File: src/hw/rtl/kmps_pkg.sv
// Shared types and constants of the k-mismatch pattern search block.
package kmps_pkg;

  localparam int OP_W  = 2;
  localparam int SYM_W = 8;
  localparam int POS_W = 17;
  localparam int MM_W  = 4;
  localparam int CNT_W = 5;

  localparam logic [OP_W-1:0] OP_CLEAR   = 2'd0;
  localparam logic [OP_W-1:0] OP_PATTERN = 2'd1;
  localparam logic [OP_W-1:0] OP_TEXT    = 2'd2;
  localparam logic [OP_W-1:0] OP_END     = 2'd3;

  localparam logic KIND_MATCH   = 1'b0;
  localparam logic KIND_SUMMARY = 1'b1;

  localparam logic [MM_W-1:0] MM_RESET = 4'd1;

  // Commands from the controller to the datapath.
  typedef struct packed {
    logic clear;
    logic pat_wr;
    logic text_start;
    logic step;
    logic finish;
    logic sum_hold;
    logic out_load;
  } kmps_cmd_t;

  // Status from the datapath to the controller.
  typedef struct packed {
    logic text_ok;
    logic last_iter;
    logic match;
    logic out_free;
  } kmps_stat_t;

endpackage

File: src/hw/rtl/kmps_ctrl.sv
// Controller state machine: sequences items through the datapath.
module kmps_ctrl import kmps_pkg::*; (
  input  logic            clk,
  input  logic            rst,
  input  logic            item_valid,
  input  logic [OP_W-1:0] item_op,
  output logic            item_ready,
  input  kmps_stat_t      stat,
  output kmps_cmd_t       cmd
);

  localparam logic [1:0] S_IDLE  = 2'd0;
  localparam logic [1:0] S_RUN   = 2'd1;
  localparam logic [1:0] S_DRAIN = 2'd2;
  localparam logic [1:0] S_EMIT  = 2'd3;

  logic [1:0] state;
  logic [1:0] state_next;
  logic       accept;

  assign item_ready = (state == S_IDLE);
  assign accept     = item_valid && item_ready;

  // Decode the next state and the datapath commands.
  always_comb begin
    cmd        = '0;
    state_next = state;
    case (state)
      S_IDLE: begin
        if (accept) begin
          case (item_op)
            OP_CLEAR:   cmd.clear = 1'b1;
            OP_PATTERN: cmd.pat_wr = 1'b1;
            OP_TEXT: begin
              if (stat.text_ok) begin
                cmd.text_start = 1'b1;
                state_next     = S_RUN;
              end
            end
            OP_END: begin
              cmd.sum_hold = 1'b1;
              state_next   = S_EMIT;
            end
            default: ;
          endcase
        end
      end
      S_RUN: begin
        cmd.step = 1'b1;
        if (stat.last_iter) begin
          state_next = S_DRAIN;
        end
      end
      S_DRAIN: begin
        cmd.finish = 1'b1;
        state_next = stat.match ? S_EMIT : S_IDLE;
      end
      S_EMIT: begin
        if (stat.out_free) begin
          cmd.out_load = 1'b1;
          state_next   = S_IDLE;
        end
      end
      default: state_next = S_IDLE;
    endcase
  end

  // Advance the state.
  always_ff @(posedge clk) begin
    if (rst) begin
      state <= S_IDLE;
    end else begin
      state <= state_next;
    end
  end

endmodule

File: config.mk
export PLATFORM = sky130hd
export DESIGN_NAME = kmps_ctrl
export DESIGN_NICKNAME = d
export VERILOG_FILES = /design/src/hw/rtl/kmps_pkg.sv /design/src/hw/rtl/kmps_ctrl.sv
export SDC_FILE = /design/constraint.sdc
export NUM_CORES = 1
export LEC_CHECK = 0
export ABC_CLOCK_PERIOD_IN_PS = 1400
export BUFFER_PORTS_ARGS = -buffer_cell sky130_fd_sc_hd__buf_2
export CAP_MARGIN = 20
export CORE_AREA = 5 5 42 44
export DETAILED_ROUTE_END_ITERATION = 16
export DIE_AREA = 0 0 47 49
export REMOVE_ABC_BUFFERS = 1
export SLEW_MARGIN = 20
export SYNTH_ARGS = -nofsm -noshare
export SYNTH_HDL_FRONTEND = slang
export SYNTH_SLANG_ARGS = --single-unit
File: constraint.sdc
create_clock -name clk -period 1.4 [get_ports clk]
set_input_delay 0.21 -clock clk [delete_from_list [all_inputs] [get_ports clk]]
set_output_delay 0.21 -clock clk [all_outputs]
set_load 0.03 [all_outputs]
== Word-level counts from Yosys, hierarchy flattened ==
Cells that the tools add are included.
Word-level totals
  flip-flop bits (word level): 2
  output and inout port bits: 8
  logic and storage cells: 36
  input port bits: 9
Cells by class
  reduce and logical (&&, ||, !) cells: 4
  equality and inequality tests: 11
  mux-type cells: 20
Operator list (number)
  two-way mux 1 bit: 11
  two-way mux 2 bit: 5
  == test 2 bit (second input constant): 4
  one-hot mux 2 bit (4 select lines): 1
  two-way mux 3 bit: 2
  AND reduction 5 bit: 1
  == test 2 x 1 -> 1 bit (second input constant): 2
  logical NOT 2 bit: 2
  inequality test 2 bit (second input constant): 2
  one-hot mux 2 bit (2 select lines): 1
  inequality test 3 x 1 -> 1 bit (second input constant): 1
  inequality test 3 bit (second input constant): 1
  inequality test 2 x 1 -> 1 bit (second input constant): 1
  logical AND 1 bit: 1

== Longest topological paths before layout ==
Gate-level depths: netlist of the first run.
  word-level depth: 4
  depth in mapped cells: 3
  depth with buffers taken out: 3

== Worst setup path before layout of the first run ==
Ideal clock, no wire load.
  kind: register to output
  start: register state[0]
  end: output cmd[5] (netlist bit)
  required time: 1190 ps
  cell stages (with the launch flop): 4
  data arrival time: 1759 ps
  slack: -569 ps
  path buffers: 0
  cell sequence: dfxtp_1 -> nor2_1 -> nand2_1 -> nor3b_1
RTL lines
  start: declaration: line kmps_ctrl.sv:17  | logic [1:0] state;
  start signal: assignment: line kmps_ctrl.sv:73  | state <= state_next;
  end: declaration: line kmps_ctrl.sv:9  | output kmps_cmd_t cmd

==> impl_metrics.py, run 1 <==
metrics = {
    "status": {
        "status": "finished clean",
    },
    "logic_synthesis": {
        "postSynthCellCount": 20,
        "yosysSeqAreaShare": 0.237,
        "synthSimpleGateAreaFrac": 0.385,
        "synth_top_family_by_area": "simple AND/OR/NAND/NOR gates",
        "synth-adder-area-share": 0,
        "ys_seq_elements": 2,
        "synth_xor_xnor_area_share": 0,
        "syn-cell-area_um2": 169,
        "synth-compound-area-share": 0.0444,
        "ys_warn_count": 0,
        "synth_cell_types": 12,
        "muxShareOfSynthArea": 0.289,
        "avgSynthCellArea_um2": 8.45,
    },
    "finish": {
        "final_cell_mix": "buf_2 (14), nor3_1 (3), clkbuf_4 (3), buf_4 (3)",
        "top_regs": "state (2)",
        "top_register": "state",
        "layout-drive-gt1-share": 0.625,
        "antenna_cells": 0,
        "final_cells": 56,
        "largest_register_ffs": 2,
        "nets": 51,
        "layout_commonest_cell": "buf_2",
        "area_growth_pct": 91.1,
        "stdcell_area_um2": 323,
    },
    "global_route": {
        "grt_pass1_vias": 245,
        "grt_start_max_net_pins": 8,
        "antenna_found_initial": 0,
        "track_usage": 0.0577,
        "grt_pass1_wl_um": 959,
        "overflow": 0,
    },
    "clock_tree": {
        "numCtsBuffers": 3,
        "clk_latency_ns": 0.23,
        "cts_sinks": 2,
        "htreeDepth": 1,
        "clock_path_buffers": 2,
        "postCtsHoldBufs": 0,
        "cts_tree": "yes",
        "path_clk_slew_ns": 0.03,
        "cts_setup_buffers": 0,
        "clockRootBuffer": "clkbuf_4",
    },
    "power_and_ir_drop": {
        "ir_worst_vdd_v": 0.000175,
        "p_leak_nw": 0.164,
        "intPower_mw": 0.196,
        "switching_share": 0.327,
        "power_frac_comb": 0.323,
        "p_clk_frac": 0.440,
        "pwr-share-seq": 0.237,
        "p_switching_mw": 0.0953,
        "power.density_mw_per_mm2": 903,
    },
    "sta": {
        "hold_viol": 0,
        "worst_pin_slew_ns": 0.159,
        "finalSetupViolCount": 0,
        "min_period_ns": 1.34,
        "maxSlewViolCount": 0,
        "post-route-period-util": 0.958,
        "slew_headroom": 0.894,
        "skew_ns": 0.00523,
        "max_freq_ghz": 0.745,
        "rsz0062_at_grt": "no",
    },
    "die": {
        "coreArea_mm2": 0.00140,
        "initial_core_util": 0.121,
        "rows": 14,
        "die_w_um": 47,
        "pin_count": 17,
        "die_y_um": 49,
        "die_area_mm2": 0.00230,
    },
    "place": {
        "gp_congestion": 0.689,
        "dp_hpwl_um": 492,
        "port_buffers": 16,
        "placed_cells": 53,
        "placed_area_um2": 277,
    },
    "route": {
        "firstDrtPassIters": 3,
        "post_drt_wl_per_cell_um": 10.7,
        "routed_via_density": 4.13,
        "ant_nets": 0,
        "num_vias": 231,
        "drtIter0Drc": 3,
        "drc": 0,
        "totalWireLength_um": 600,
    },
    "critical_path": {
        "worstSetupStartpointType": "flip-flop",
        "worst_ep_arrival_time_ns": 1.13,
        "r2r_start": "state[0]",
        "cp-startpoint": "state[0]",
        "required_ns": 1.19,
        "cp_max_fo": 7,
        "worst-setup-path-type": "reg -> out",
        "endpoint_kind": "primary output",
    },
    "run": {
        "drv_cap": 0,
    },
    "worst_hold_path": {
        "hp-start": "rst",
        "hp-class": "in -> reg",
    },
}
==> through the flow <==
step / setup slack, ns / hold WS (ns) / TNS (ns) / power, mW / utilization
floorplan: -0.569 / 0.282 / -1.55 / 0.121 / -
global placement: 0.121 / 0.388 / 0 / 0.155 / 0.197
detailed placement: 0.132 / 0.395 / 0 / 0.156 / 0.197
CTS: 0.0276 / 0.145 / 0 / 0.305 / 0.229
global route: 0.00306 / 0.161 / 0 / 0.314 / 0.230
finish: 0.0582 / 0.157 / 0 / 0.291 / 0.230
==> power by group through the flow <==
stage               Combinational [mW]  Clock (mW)  Sequential [mW]
global placement                0.0873           0           0.0677
finish                          0.0942       0.128           0.0691
detailed placement              0.0886           0           0.0678
global route                     0.102       0.141           0.0700
floorplan                       0.0525           0           0.0682
CTS                             0.0950       0.141           0.0697
==> path summary, 6_finish.rpt <==
check              to  slack [ns]  cells past startpoint
max reg2reg  state[1]        0.31                      2
min          state[0]        0.16                      2
min reg2reg  state[0]        0.69                      2
max            cmd[4]        0.06                      4
==> Yosys cell counts <==
| cell type | n | area (µm²) |
|---|---|---|
| nor2_1 | 3 | 11.3 |
| and3_1 | 1 | 6.26 |
| nor3_1 | 3 | 15.0 |
| mux4_2 | 1 | 22.5 |
| dfxtp_1 | 2 | 40.0 |
| nand3_1 | 1 | 5.00 |
| o211ai_1 | 1 | 7.51 |
| nor3b_1 | 1 | 7.51 |
| mux4_1 | 1 | 26.3 |
| nand2_1 | 2 | 7.51 |
| nor2b_1 | 2 | 12.5 |
| inv_1 | 2 | 7.51 |
==> area by class of cell <==
| class | instances | area [µm²] |
|---|---|---|
| fill | 170 | 1080 |
| multi-input combinational | 16 | 136 |
| timing repair buffer | 17 | 92.6 |
| sequential | 2 | 43.8 |
| clock buffer | 3 | 22.5 |
| tap | 16 | 20.0 |
| inverter | 2 | 7.51 |
==> logic make-up (layout without fill, tap and decap cells) <==
group	Yosys count	after routing
AO/OA/AOI/OAI	1	1
AND/OR/NAND/NOR	13	13
flip-flops	2	2
multiplexers	2	2
buffers and inverters	2	22
==> metal layers <==
metal / share of wire / track usage / wire, µm
met5: 0 / 0 / 0
met4: 0 / 0.0276 / 0
met3: 0.14 / 0.0295 / 81
met2: 0.46 / 0.0882 / 277
met1: 0.40 / 0.0636 / 241
==> worst max-delay path: stages, from the launching register on <==
cell and delay (ns):
dfxtp_4 0.36, nor2_4 0.11, nand2_2 0.08, nor3_1 0.17, buf_4 0.19
==> timing repair <==
action | in CTS | in global routing
gates cloned | 0 | 0
setup endpoints to repair | 3 | 3
pin swaps | 0 | 2
resized for setup | 7 | 1
Power figures use the tool's default switching activity.
==> run 2: changes to the inputs <==
--- a/config.mk
+++ b/config.mk
@@ -11,6 +11,7 @@
 export CORE_AREA = 5 5 42 44
 export DETAILED_ROUTE_END_ITERATION = 16
 export DIE_AREA = 0 0 47 49
+export PLACE_DENSITY = 0.45
 export REMOVE_ABC_BUFFERS = 1
 export SLEW_MARGIN = 20
 export SYNTH_ARGS = -nofsm -noshare
==> run 2 against run 1 <==
  * Final area is 3.9% higher
  * Wire length is 2.2% lower
  * Flip-flop and latch count stayed put
  * Worst hold slack worse by 0.011 ns
  * Non-clock buffer count stayed put
  * Clock skew is 0.0028 ns lower
  * Critical path depth stayed put
  * First-iteration DRC count is 67% lower
  * Critical path type unchanged
==> impl_metrics.py, run 2 (synthesis gave the netlist of run 1 again) <==
metrics = {
    "global_route": {
        "grt_start_max_net_pins": 8,
        "overflow": 0,
        "grt_pass1_vias": 237,
        "track_usage": 0.0606,
        "grt_pass1_wl_um": 938,
        "antenna_found_initial": 0,
    },
    "finish": {
        "layout_commonest_cell": "buf_2",
        "stdcell_area_um2": 335,
        "fillers": 170,
        "final_cell_mix": "buf_2 (13), buf_4 (4), clkbuf_4 (3)",
        "layout-drive-gt1-share": 0.675,
        "antenna_cells": 0,
        "top_register": "state",
        "final_cells": 56,
        "area_growth_pct": 98.5,
        "top_regs": "state (2)",
        "largest_register_ffs": 2,
        "nets": 51,
    },
    "sta": {
        "worst_pin_slew_ns": 0.153,
        "finalSetupViolCount": 0,
        "skew_ns": 0.00245,
        "slew_headroom": 0.897,
        "hold_ws_ns": 0.145,
        "maxSlewViolCount": 0,
        "max_freq_ghz": 0.755,
        "rsz0062_at_grt": "no",
        "post-route-period-util": 0.946,
        "min_period_ns": 1.32,
        "hold_viol": 0,
        "timing.final.ws_setup_ns": 0.0755,
    },
    "die": {
        "initial_core_util": 0.121,
        "die_w_um": 47,
        "rows": 14,
        "die_area_mm2": 0.00230,
        "die_y_um": 49,
        "pin_count": 17,
        "coreArea_mm2": 0.00140,
    },
    "worst_hold_path": {
        "hp-class": "in -> reg",
        "hp-start": "rst",
        "min_path_cells": 2,
    },
    "critical_path": {
        "r2r_cells": 2,
        "cp-startpoint": "state[0]",
        "required_ns": 1.19,
        "cp_max_fo": 7,
        "worstSetupStartpointType": "flip-flop",
        "worst-setup-path-type": "reg -> out",
        "r2r_start": "state[0]",
        "endpoint_kind": "primary output",
        "worst_ep_arrival_time_ns": 1.11,
    },
    "place": {
        "post-place-ws_ns": 0.121,
        "placed_area_um2": 277,
        "dp_hpwl_um": 459,
        "gp_congestion": 0.689,
        "placed_cells": 53,
        "port_buffers": 16,
    },
    "clock_tree": {
        "clockRootBuffer": "clkbuf_4",
        "clock_path_buffers": 2,
        "htreeDepth": 1,
        "cts_sinks": 2,
        "cts_tree": "yes",
        "numCtsBuffers": 3,
        "path_clk_slew_ns": 0.03,
        "clk_latency_ns": 0.23,
    },
    "route": {
        "post_drt_wl_per_cell_um": 10.5,
        "num_vias": 227,
        "ant_nets": 0,
        "routed_via_density": 4.05,
        "totalWireLength_um": 587,
        "drtIter0Drc": 1,
        "drc": 0,
        "firstDrtPassIters": 3,
    },
    "run": {
        "drv_cap": 0,
    },
    "power_and_ir_drop": {
        "p_leak_nw": 0.166,
        "ir_worst_vdd_v": 0.000223,
        "power.density_mw_per_mm2": 883,
    },
    "status": {
        "status": "finished clean",
    },
}
[run 2: cell count changes in the layout (fill, tap and decap cells not counted)]
cell	before	now
nor3_2	0	2
nor3_1	3	1
buf_2	14	13
buf_4	3	4
[run 2: per-layer routing]
metal  wire, µm  track usage  up-vias  share of wire
li1           -            -      113              -
met1        217       0.0706       97           0.37
met2        271       0.0724       13           0.46
met3         62      0.00369        4           0.11
met4         36       0.0968        0          0.061
met5          0            0        -              0
[run 2: worst max-delay path: stages (launching register included)]
cell	delay, ns
dfxtp_4	0.36
nor2_4	0.10
nand2_2	0.09
nor3b_2	0.16
buf_4	0.18
[run 2: stage by stage]
| step | util | setup TNS, ns | total power [mW] |
|---|---|---|---|
| 5_1_grt | 0.239 | 0 | 0.319 |
| 2_1_floorplan | - | -1.55 | 0.121 |
| 6_report | 0.239 | 0 | 0.296 |
| 4_1_cts | 0.225 | -0.0104 | 0.300 |
| 3_5_place_dp | 0.197 | 0 | 0.156 |
| 3_3_place_gp | 0.197 | 0 | 0.156 |
[run 2: worst paths after layout]
check	to	slack (ns)
max	cmd[5]	0.08
min	state[0]	0.15
max reg2reg	state[1]	0.32
min reg2reg	state[0]	0.67
[run 2: timing repair]
item                       in CTS  in global routing
hold buffers                    0                  0
gates resized for setup         6                  5
setup buffers                   0                  0
setup endpoints to repair       3                  3
pin swaps                       1                  1
[run 2: where the power goes]
| part | leakage (nW) | internal (mW) | switching (mW) |
|---|---|---|---|
| Clock | 0.0138 | 0.0948 | 0.0359 |
| Sequential | 0.0171 | 0.0615 | 0.00717 |
| Combinational | 0.135 | 0.0413 | 0.0553 |
| Total | 0.166 | 0.198 | 0.0984 |
[run 2: area by class of cell]
class | instances | area (µm²) | area share
well taps | 16 | 20.0 | 0.0597
flip-flops and latches | 2 | 43.8 | 0.131
multi-input cells | 16 | 146 | 0.437
inverters | 2 | 7.51 | 0.0224
clock buffers | 3 | 22.5 | 0.0672
repair buffers | 17 | 95.1 | 0.284
